`src/rtl/pod_pkg.sv`:
```
// ----------------------------------------------------------------------------
// pod_pkg
// Shared types and constants for the padded obstacle dilation block.
// ----------------------------------------------------------------------------
package pod_pkg;

   localparam int COORD_W    = 9;
   localparam int COLOR_W    = 8;
   localparam int OP_W       = 2;
   localparam int PAD_W      = 4;
   localparam int SIZE_W     = 9;
   localparam int CSR_IDX_W  = 2;
   localparam int CSR_DATA_W = 9;

   // Operation codes.
   localparam logic [OP_W-1:0] OP_CLEAR = 2'd0;
   localparam logic [OP_W-1:0] OP_PUT   = 2'd1;
   localparam logic [OP_W-1:0] OP_READ  = 2'd2;

   // Configuration register indexes.
   localparam logic [CSR_IDX_W-1:0] CSR_PAD    = 2'd0;
   localparam logic [CSR_IDX_W-1:0] CSR_WIDTH  = 2'd1;
   localparam logic [CSR_IDX_W-1:0] CSR_HEIGHT = 2'd2;

   // Register reset values.
   localparam logic [PAD_W-1:0]  PAD_RESET  = 4'd4;
   localparam logic [SIZE_W-1:0] SIZE_RESET = 9'd256;

   typedef struct packed {
      logic [OP_W-1:0]    op;
      logic [COORD_W-1:0] col;
      logic [COORD_W-1:0] row;
      logic [COLOR_W-1:0] red;
      logic [COLOR_W-1:0] green;
      logic [COLOR_W-1:0] blue;
   } req_type;

   typedef struct packed {
      logic is_black;
      logic status;
   } rsp_type;

   // What an accepted request turns into.
   typedef enum logic [1:0] {
      JOB_NONE,
      JOB_CLEAR,
      JOB_PAINT,
      JOB_READ
   } job_type;

   typedef enum logic [2:0] {
      ST_INIT,
      ST_IDLE,
      ST_CLEAR,
      ST_PAINT_RD,
      ST_PAINT_WR,
      ST_READ_RD,
      ST_READ_GET,
      ST_DONE
   } state_type;

   typedef struct packed {
      logic load;      // latch the accepted request
      logic zero_wr;   // write a white row and advance the sweep
      logic rd_issue;  // read the row at the sweep position
      logic paint_wr;  // write the row back with the square's span set
      logic capture;   // take the addressed canvas bit
      logic finish;    // move the result into the response register
   } cmd_type;

   typedef struct packed {
      job_type job;        // decode of the request on the input port
      logic    clear_last; // sweep is on the last canvas row
      logic    paint_last; // sweep is on the last row of the square
      logic    rsp_busy;   // response register holds a result not yet taken
   } stat_type;

endpackage

```
`src/rtl/pod_ctrl.sv`:
```
// ----------------------------------------------------------------------------
// pod_ctrl
// Sequencer: walks each request through clear, paint or read steps.
// ----------------------------------------------------------------------------
module pod_ctrl (
   input  logic              clock,
   input  logic              reset,
   input  logic              req_valid,
   output logic              req_ready,
   input  pod_pkg::stat_type stat,
   output pod_pkg::cmd_type  cmd
);

   pod_pkg::state_type state_ff, state_in;

   always_ff @(posedge clock) begin
      if (reset) begin
         state_ff <= pod_pkg::ST_INIT;
      end else begin
         state_ff <= state_in;
      end
   end

   always_comb begin
      state_in = state_ff;
      case (state_ff)
         pod_pkg::ST_INIT: begin
            if (stat.clear_last) state_in = pod_pkg::ST_IDLE;
         end
         pod_pkg::ST_IDLE: begin
            if (req_valid) begin
               case (stat.job)
                  pod_pkg::JOB_CLEAR: state_in = pod_pkg::ST_CLEAR;
                  pod_pkg::JOB_PAINT: state_in = pod_pkg::ST_PAINT_RD;
                  pod_pkg::JOB_READ:  state_in = pod_pkg::ST_READ_RD;
                  default:            state_in = pod_pkg::ST_DONE;
               endcase
            end
         end
         pod_pkg::ST_CLEAR: begin
            if (stat.clear_last) state_in = pod_pkg::ST_DONE;
         end
         pod_pkg::ST_PAINT_RD: state_in = pod_pkg::ST_PAINT_WR;
         pod_pkg::ST_PAINT_WR: begin
            state_in = stat.paint_last ? pod_pkg::ST_DONE : pod_pkg::ST_PAINT_RD;
         end
         pod_pkg::ST_READ_RD:  state_in = pod_pkg::ST_READ_GET;
         pod_pkg::ST_READ_GET: state_in = pod_pkg::ST_DONE;
         pod_pkg::ST_DONE: begin
            if (!stat.rsp_busy) state_in = pod_pkg::ST_IDLE;
         end
         default: state_in = pod_pkg::ST_INIT;
      endcase
   end

   always_comb begin
      req_ready    = (state_ff == pod_pkg::ST_IDLE);
      cmd.load     = (state_ff == pod_pkg::ST_IDLE) && req_valid;
      cmd.zero_wr  = (state_ff == pod_pkg::ST_INIT) || (state_ff == pod_pkg::ST_CLEAR);
      cmd.rd_issue = (state_ff == pod_pkg::ST_PAINT_RD) || (state_ff == pod_pkg::ST_READ_RD);
      cmd.paint_wr = (state_ff == pod_pkg::ST_PAINT_WR);
      cmd.capture  = (state_ff == pod_pkg::ST_READ_GET);
      cmd.finish   = (state_ff == pod_pkg::ST_DONE) && !stat.rsp_busy;
   end

endmodule

```
`config.mk`:
```
export PLATFORM = sky130hd
export DESIGN_NAME = pod_ctrl
export DESIGN_NICKNAME = d
export VERILOG_FILES = /design/src/rtl/pod_pkg.sv /design/src/rtl/pod_ctrl.sv
export SDC_FILE = /design/constraint.sdc
export NUM_CORES = 1
export LEC_CHECK = 0
export BUFFER_PORTS_ARGS = -buffer_cell sky130_fd_sc_hd__buf_4
export CORE_AREA = 2 2 39 41
export CTS_BUF_LIST = sky130_fd_sc_hd__clkbuf_16
export CTS_CLUSTER_DIAMETER = 120
export DETAILED_ROUTE_END_ITERATION = 10
export DIE_AREA = 0 0 41 43
export PLACE_DENSITY_LB_ADDON = 0.25
export SYNTH_ARGS = -nofsm -noshare
export SYNTH_HDL_FRONTEND = slang
export SYNTH_SLANG_ARGS = --single-unit
export TNS_END_PERCENT = 30
```
`constraint.sdc`:
```
create_clock -name clock -period 1.2 [get_ports clock]
set_input_delay 0.24 -clock clock [delete_from_list [all_inputs] [get_ports clock]]
set_output_delay 0.24 -clock clock [all_outputs]
set_load 0.005 [all_outputs]
```
# --- Yosys cells after proc, flatten, opt, wreduce, memory -nomap -nowiden ---
# Cells that the tools add are included.
op_classes:
  mul: 0
  bitwise_logic: 0
  n_reduce_logical: 7
  n_addsub: 0
  shifts: 0
  n_eq_ne: 14
  n_div: 0
  n_lt_le_gt_ge: 0
  muxes: 7
ops:
  columns: ["op", "count"]
  rows:
  - ["3-bit one-hot mux with 8 select lines", 1]
  - ["3-bit 2-to-1 mux", 5]
  - ["3-bit equality test, second input constant", 4]
  - ["3-bit one-hot mux with 3 select lines", 1]
  - ["2-bit inequality test, second input constant", 4]
  - ["3-bit by 2-bit equality test with 1-bit output, second input constant", 2]
  - ["2-bit equality test, second input constant", 2]
  - ["4-bit AND reduction", 1]
  - ["3-bit by 1-bit equality test with 1-bit output, second input constant", 1]
  - ["3-bit logical NOT", 1]
  - ["2-bit by 1-bit equality test with 1-bit output, second input constant", 1]
  - ["1-bit logical AND", 2]
  - ["1-bit logical OR", 2]
  - ["1-bit logical NOT", 1]
word_totals:
  regBits: 3
  wordCells: 29
  out_inout_bits: 7
  mem_count: 0
  input_bits: 8
  latchBits: 0
  rom_bits: 0
  ramBits: 0

# --- Depth between registers and ports, before layout ---
# Gate-level depths: netlist of the first run.
logic_depth:
  depth_word: 4
  mapped_depth: 5
  mapped_depth_nobuf: 5

# --- Worst setup path before layout of the first run ---
# No wires, ideal clock.
synth_timing:
  kind: "input port to flip-flop"
  from: "input port stat[4] (netlist bit)"
  to: "register state_ff[2]"
  setup_ps: 103
  n_path_buf: 0
  t_required_ps: 1097
  arrival_ps: 1041
  stages: 5
  setup_slack_ps: 55
  path_cell_list: "inv_1 > ha_1 > and3_1 > o22ai_1 > a2111oi_2"
synth_via:
  elab_chain_len: 4
  word_cells_on_any_way: 6
  cone_classes: "eq/ne (3); mux (3)"
synth_lines:
  columns: ["item", "line_no", "text"]
  rows:
  - ["start, declared", "pod_ctrl.sv:10", "input pod_pkg::stat_type stat,"]
  - ["2-bit equality test or 2-bit by 1-bit equality test with 1-bit output (tied branches)", "pod_ctrl.sv:32", "case (stat.job)"]
  - ["3-bit one-hot mux with 3 select lines (*)", "pod_ctrl.sv:32", null]
  - ["3-bit 2-to-1 mux (*)", "pod_ctrl.sv:31", "if (req_valid) begin"]
  - ["3-bit one-hot mux with 8 select lines (*)", "pod_ctrl.sv:26", "case (state_ff)"]
  - ["end signal, assigned", "pod_ctrl.sv:18", "state_ff <= pod_pkg::ST_INIT;"]
  - ["end signal, assigned", "pod_ctrl.sv:20", "state_ff <= state_in;"]
  - ["end, declared", "pod_ctrl.sv:14", "pod_pkg::state_type state_ff, state_in;"]
# Mark *: on every way between the ends. The rest lies on a longest branch, timed or not. The select of a mux whose other input is x is not followed.
# A chain may end at the register's enable or synchronous reset.

==> results of run 1 <==
## cells in the mapped netlist
master	instances	area share, %
a311oi_1	2	6.9
inv_1	4	5.9
and2_1	1	2.5
xnor2_1	1	3.4
and3_1	2	4.9
a31oi_1	1	2.5
buf_4	1	2.9
o21ai_0	1	2.0
nor3_1	3	5.9
o22ai_1	1	2.5
dfxtp_1	3	24
a2111oi_2	1	5.9
nor3b_2	1	4.9
ha_1	2	9.8
nand2_1	5	7.4
buf_2	1	2.0
nor2_1	2	2.9
buf_6	1	4.4
## worst max-delay path, delay by kind of cell (launching register included)
family	cells	cell delay, ns
and+or+nand+nor	2	0.38
DFF	1	0.36
buffers and inverters	1	0.10
## worst min path at each step
stage                        endpoint
final                     state_ff[1]
after global routing      state_ff[2]
after CTS                 state_ff[1]
after detailed placement  state_ff[2]
after global placement    state_ff[2]
after floorplan           state_ff[0]
## cell usage in the layout (no fill, tap or decap), drive strengths merged
cell | Yosys | layout
o22ai | 1 | 1
inv | 4 | 5
buf | 3 | 25
nand2 | 5 | 5
and2 | 1 | 1
a311oi | 2 | 2
a31oi | 1 | 1
and3 | 2 | 2
nor3 | 3 | 3
clkbuf | 0 | 3
a2111oi | 1 | 1
nor3b | 1 | 1
o21ai | 1 | 1
ha | 2 | 2
nor2 | 2 | 2
dfxtp | 3 | 3
xnor2 | 1 | 1
## cell type report
cell class                      count  area (um^2)  area share, %
Timing Repair Buffer               25          188           34.1
Multi-Input combinational cell     23          180           32.7
Clock buffer                        3         75.1           13.6
Sequential cell                     3         68.8           12.5
Tap cell                           16         20.0           3.64
Inverter                            4         15.0           2.73
Clock inverter                      1         3.75          0.682
## routing by layer
metal	GRT usage [%]	share of wire (%)
met5	0	0
met3	3.14	6.6
met4	4.00	0
met1	13.1	46
met2	14.4	47
## logic make-up after synthesis
group,after synthesis
DFF,3
adders and majority gates,2
buffers and inverters,7
xor gates and xnor gates,1
and+or+nand+nor,14
AOI/OAI and AO/OA,6
## through the flow
stage	hold WS (ns)	cell area, um^2	util, %
2_1_floorplan	0.309	255	-
3_3_place_gp	0.437	432	31.2
3_5_place_dp	0.439	432	31.2
4_1_cts	0.198	541	39.1
5_1_grt	0.201	551	39.8
6_report	0.199	551	39.8
## power breakdown
group	switching, W	internal (W)
Clock	0.0000834	0.000429
Combinational	0.0000700	0.000117
Sequential	0.0000218	0.000114
## timing repair
action	in CTS	in global routing
endpoints found under the setup margin	6	6
pin swaps	2	2
setup buffers	1	0
endpoints found under the hold margin	0	0
gates resized for setup	7	2
==> metrics, run 1 <==
status=finished, violations left; violations in the final reports=negative setup slack; Final setup viols=6; clk_lat worst skew=~0.22 ns; Final min period=~1.3 ns; first-pass detailed-route iteration total=1; Rows=14; clock slew at reported path FFs=about 0.03 ns; height of the die=approximately 43 um; fin nets=70; root buffer cell=clkbuf_16; Iteration-0 DRC Markers=0; deepest level of the CTS H-tree=1; worst-margin pin slew=0.267 ns; # fillers=144; pwr dens=1520 nW/um^2; Mapped Cells=33; Sink Count=3; Core ar.=1380 um^2; Top reg by flops=state_ff; max_cap viols=0; initial antenna violation count=0; post-synthesis mux area share=0%; effective utilization at floorplan=a little under a fifth; Vias=310; XOR/XNOR Fraction of Synth Area=under 10%; CP max stage cell=dfxtp_4; Syn Nets=43; vias in the first global route=roughly 280; largest family of logic cells by synthesized area=simple AND/OR/NAND/NOR gates; mean number of vias per cell=slightly above 4; Worst Skew=around 0.00028 ns; Inst Count DP=70; critical path class=reg -> out; Critical Path RT=0.96 ns; largest net degree at the start of global routing=7; CP cell instances=nor3b_4, and2_1, buf_4; Syn Area/Cell=between 7 and 8 um^2; Slew headroom=about 82%; Crit. End Element=output pin; period utilisation layout=109%; startpoint types=flop; FF-to-FF setup slack=between 0.1 and 0.15 ns; GPL Wtd Cong=0.693; max reg flops=3; Synth Area in Adders=around a tenth; share of layout cells above drive strength 1=61.0%; IO Port Bufs=14; Final Hold Fails=0; Setup TNS=-0.327 ns; RSZ-0062 raised after global routing=true; dpl ws=-0.106 ns; Slew Viols, Final=0; PnR worst setup slack=-0.108 ns; Crit path largest cell delay=around 0.36 ns; Worst Path Max Fanout=6; gr ovfl total=0; Seq/Total Area, Yosys=around a quarter; TritonCTS buffer count=3; CP Data Arrival Time=around 1.1 ns; Antenna Cells=0; first-pass GRT wire length=between 1 and 1.5 mm; All-Layer GR Usage=around 9.9%; die area=~1800 um^2; DR WL/cell=roughly 9.9 um; # IOs=15; Pleak=~0.26 nW; simple-gate share of the synthesized area=between 20% and 30%; Crit Reg-Reg Endpoint=state_ff[2]; Area Growth Syn to Fin=116%; complex-gate fraction of the synthesized area=19.6%; number of synthesized register bits=3; Hold Path Origin=reset; Hold Buf Count CTS=0; fmax=0.765 GHz; placed wire-length estimate=roughly 580 um; Residual DRC=0; die width=a little over 40 um; worst IR drop on VDD=approximately 520 uV; Worst Hold Path Cells=2; CP endpoint=cmd[5]; Yosys cell types=18; antenna violation net count after detailed routing=0; non-filler cells, final=75; Pwr Total=0.000835 W; TritonCTS clock tree=yes; final WL=about 740 um; cell area after synthesis=about 260 um^2; Largest regs=state_ff (3); CP startpoint=state_ff[1]; worst-case reg-to-reg path depth=3; RR Startpoint=state_ff[0]; synthesis warning total=0; path category of the worst min-delay check=in -> reg; CTS max path bufs=2
(Power assumes the default switching activity.)
==> run 2: changes to the inputs <==
--- a/config.mk
+++ b/config.mk
@@ -7,11 +7,12 @@
 export LEC_CHECK = 0
 export BUFFER_PORTS_ARGS = -buffer_cell sky130_fd_sc_hd__buf_4
 export CORE_AREA = 2 2 39 41
-export CTS_BUF_LIST = sky130_fd_sc_hd__clkbuf_16
+export CTS_BUF_LIST = sky130_fd_sc_hd__clkbuf_4 sky130_fd_sc_hd__clkbuf_8
 export CTS_CLUSTER_DIAMETER = 120
 export DETAILED_ROUTE_END_ITERATION = 10
 export DIE_AREA = 0 0 41 43
 export PLACE_DENSITY_LB_ADDON = 0.25
+export SETUP_SLACK_MARGIN = 0.3
 export SYNTH_ARGS = -nofsm -noshare
 export SYNTH_HDL_FRONTEND = slang
 export SYNTH_SLANG_ARGS = --single-unit
==> run 2 against run 1 <==
Sequential power about the same. Flip-flop and latch count unchanged. Combinational power increased by 23%. Via count increased by 9.4%. Routed wire length increased by 8.5%. Fmax increased by 2.1%. The flow still finishes with violations (negative setup slack). Clock power decreased by 61%. Non-clock buffer count increased by 1. Worst setup slack improved by 0.027 ns. Global-route usage increased by 1.0 points. Critical path type unchanged. Largest power group is now combinational logic. Count of clock-buffer cells in the layout increased by 1. Cell count increased by 1.3%.
==> metrics, run 2 (synthesis results as in run 1) <==
status=finished, violations left; violations in the final reports=negative setup slack; Iteration-0 DRC Markers=3 (+3); period utilisation layout=107% (-2.2 points); Critical Path RT=0.96 ns (about the same); final WL=803 um (+8.5%); Core ar.=1380 um^2 (unchanged); dpl ws=-0.0717 ns (+0.0340 ns); height of the die=43 um (unchanged); Slew Viols, Final=0 (unchanged); initial antenna violation count=0 (unchanged); RSZ-0062 raised after global routing=true; root buffer cell=clkbuf_4; CP cell instances=buf_4, xnor2_2, nor2_1, buf_4; fmax=0.781 GHz (+2.1%); Area Growth Syn to Fin=120%; placed wire-length estimate=559 um (-2.9%); first-pass GRT wire length=1.23 mm (+4.2%); Antenna Cells=0 (unchanged); All-Layer GR Usage=10.9% (+1.0 points); die width=41 um (unchanged); Final setup viols=6 (unchanged); Worst Path Max Fanout=7 (+1); clock slew at reported path FFs=0.04 ns (about the same); clk_lat worst skew=0.23 ns (about the same); critical path class=reg -> out; DR WL/cell=10.6 um (+7.1%); vias in the first global route=290 (+4.7%); TritonCTS buffer count=3 (unchanged); Largest regs=state_ff (3); startpoint types=flop; # fillers=153 (+6.3%); Rows=14 (unchanged); Final Instance Area=562 um^2 (+2.0%); most common cell after layout, fill and taps aside=buf_4; largest net degree at the start of global routing=8 (+1); antenna violation net count after detailed routing=0 (unchanged); minimum hold slack=0.196 ns (-0.00295 ns); worst-margin pin slew=0.265 ns (-0.00241 ns); effective utilization at floorplan=18.4% (unchanged); Sink Count=3 (unchanged); IO Port Bufs=14 (unchanged); Final Hold Fails=0 (unchanged); Top reg by flops=state_ff; Slew headroom=82.3% (+0.25 points); PnR worst setup slack=-0.0810 ns (+0.0269 ns); most used cell, CP=buf_4; TritonCTS clock tree=yes; share of layout cells above drive strength 1=76.7% (+16 points); # IOs=15 (unchanged); Crit path largest cell delay=0.36 ns (about the same); Hold Buf Count CTS=0 (unchanged); CTS max path bufs=2 (unchanged); Pleak=0.267 nW (+1.2%); die area=1760 um^2 (unchanged); max reg flops=3 (unchanged); CP Data Arrival Time=1.04 ns (-0.03 ns); CP max stage cell=dfxtp_4; worst IR drop on VDD=408 uV (-22%); pwr dens=1000 nW/um^2 (-34%); fin nets=71 (+1.4%); Crit. End Element=output pin; most frequent cells in the layout=23 x buf_4, 4 x clkbuf_4, 3 x nand2_1, 3 x buf_6, 3 x dfxtp_4; Worst Skew=0.000315 ns (+0.0000334 ns); first-pass detailed-route iteration total=2 (+1); max_cap viols=0 (unchanged); Residual DRC=0 (unchanged); path category of the worst min-delay check=in -> reg; mean number of vias per cell=4.46 (+7.9%); DP Area=423 um^2 (-2.0%); Vias=339 (+9.4%); Final min period=1.28 ns (-0.0269 ns); deepest level of the CTS H-tree=1 (unchanged); GPL Wtd Cong=0.670 (-3.3%); FF-to-FF setup slack=0.07 ns (-0.07 ns); gr ovfl total=0 (unchanged)
## run 2: layout make-up
| class | count | area [um^2] | area share, % |
|---|---|---|---|
| Tap cell | 16 | 20.0 | 3.56 |
| Timing Repair Buffer | 26 | 206 | 36.7 |
| Sequential cell | 3 | 71.3 | 12.7 |
| Clock buffer | 4 | 30.0 | 5.35 |
| Inverter | 4 | 17.5 | 3.12 |
| Multi-Input combinational cell | 23 | 216 | 38.5 |
## run 2: where the power goes
part | switching [W] | internal, W | total [W] | leakage (nW)
logic | 0.0000890 | 0.000141 | 0.000230 | 0.222
registers | 0.0000204 | 0.000113 | 0.000134 | 0.0267
clock network | 0.0000508 | 0.000147 | 0.000198 | 0.0184
## run 2: through the flow
| stage | cells | util, % | total power, W | TNS [ns] |
|---|---|---|---|---|
| 4_1_cts | 74 | 38.2 | 0.000547 | -0.273 |
| 5_1_grt | 76 | 40.6 | 0.000607 | -0.666 |
| 3_5_place_dp | 66 | 30.6 | 0.000290 | -0.0717 |
| 6_report | 76 | 40.6 | 0.000562 | -0.281 |
| 2_1_floorplan | 33 | - | 0.000212 | 0 |
| 3_3_place_gp | 66 | 30.6 | 0.000293 | -0.0692 |
## run 2: layer usage
metal / part of all wire (%) / vias up / global-route usage, %
met1: 36 / 156 / 11.2
met5: 0 / - / 0
met4: 0 / 0 / 4.00
met3: 13 / 0 / 7.85
met2: 51 / 14 / 16.6
li1: - / 169 / -
## run 2: path summary, 6_finish.rpt
check                                 start          end  cells past startpoint
worst max-delay path            state_ff[2]       cmd[3]                      4
worst min-delay path                  reset  state_ff[1]                      2
worst max register to register  state_ff[0]  state_ff[2]                      4
worst min register to register  state_ff[2]  state_ff[2]                      2
## run 2: timing repair
| action | CTS | global route |
|---|---|---|
| buffers inserted | 4 | 2 |
| gates cloned | 0 | 0 |
| pin swaps | 4 | 4 |
| setup endpoints to repair | 10 | 10 |
| gates resized for setup | 14 | 4 |
## run 2: critical path: cells and delay by family (launching register included)
kind / cells / cell delay [ns]
DFF: 1 / 0.36
buffers and inverters: 2 / 0.25
xor gates and xnor gates: 1 / 0.12
and+or+nand+nor: 1 / 0.08
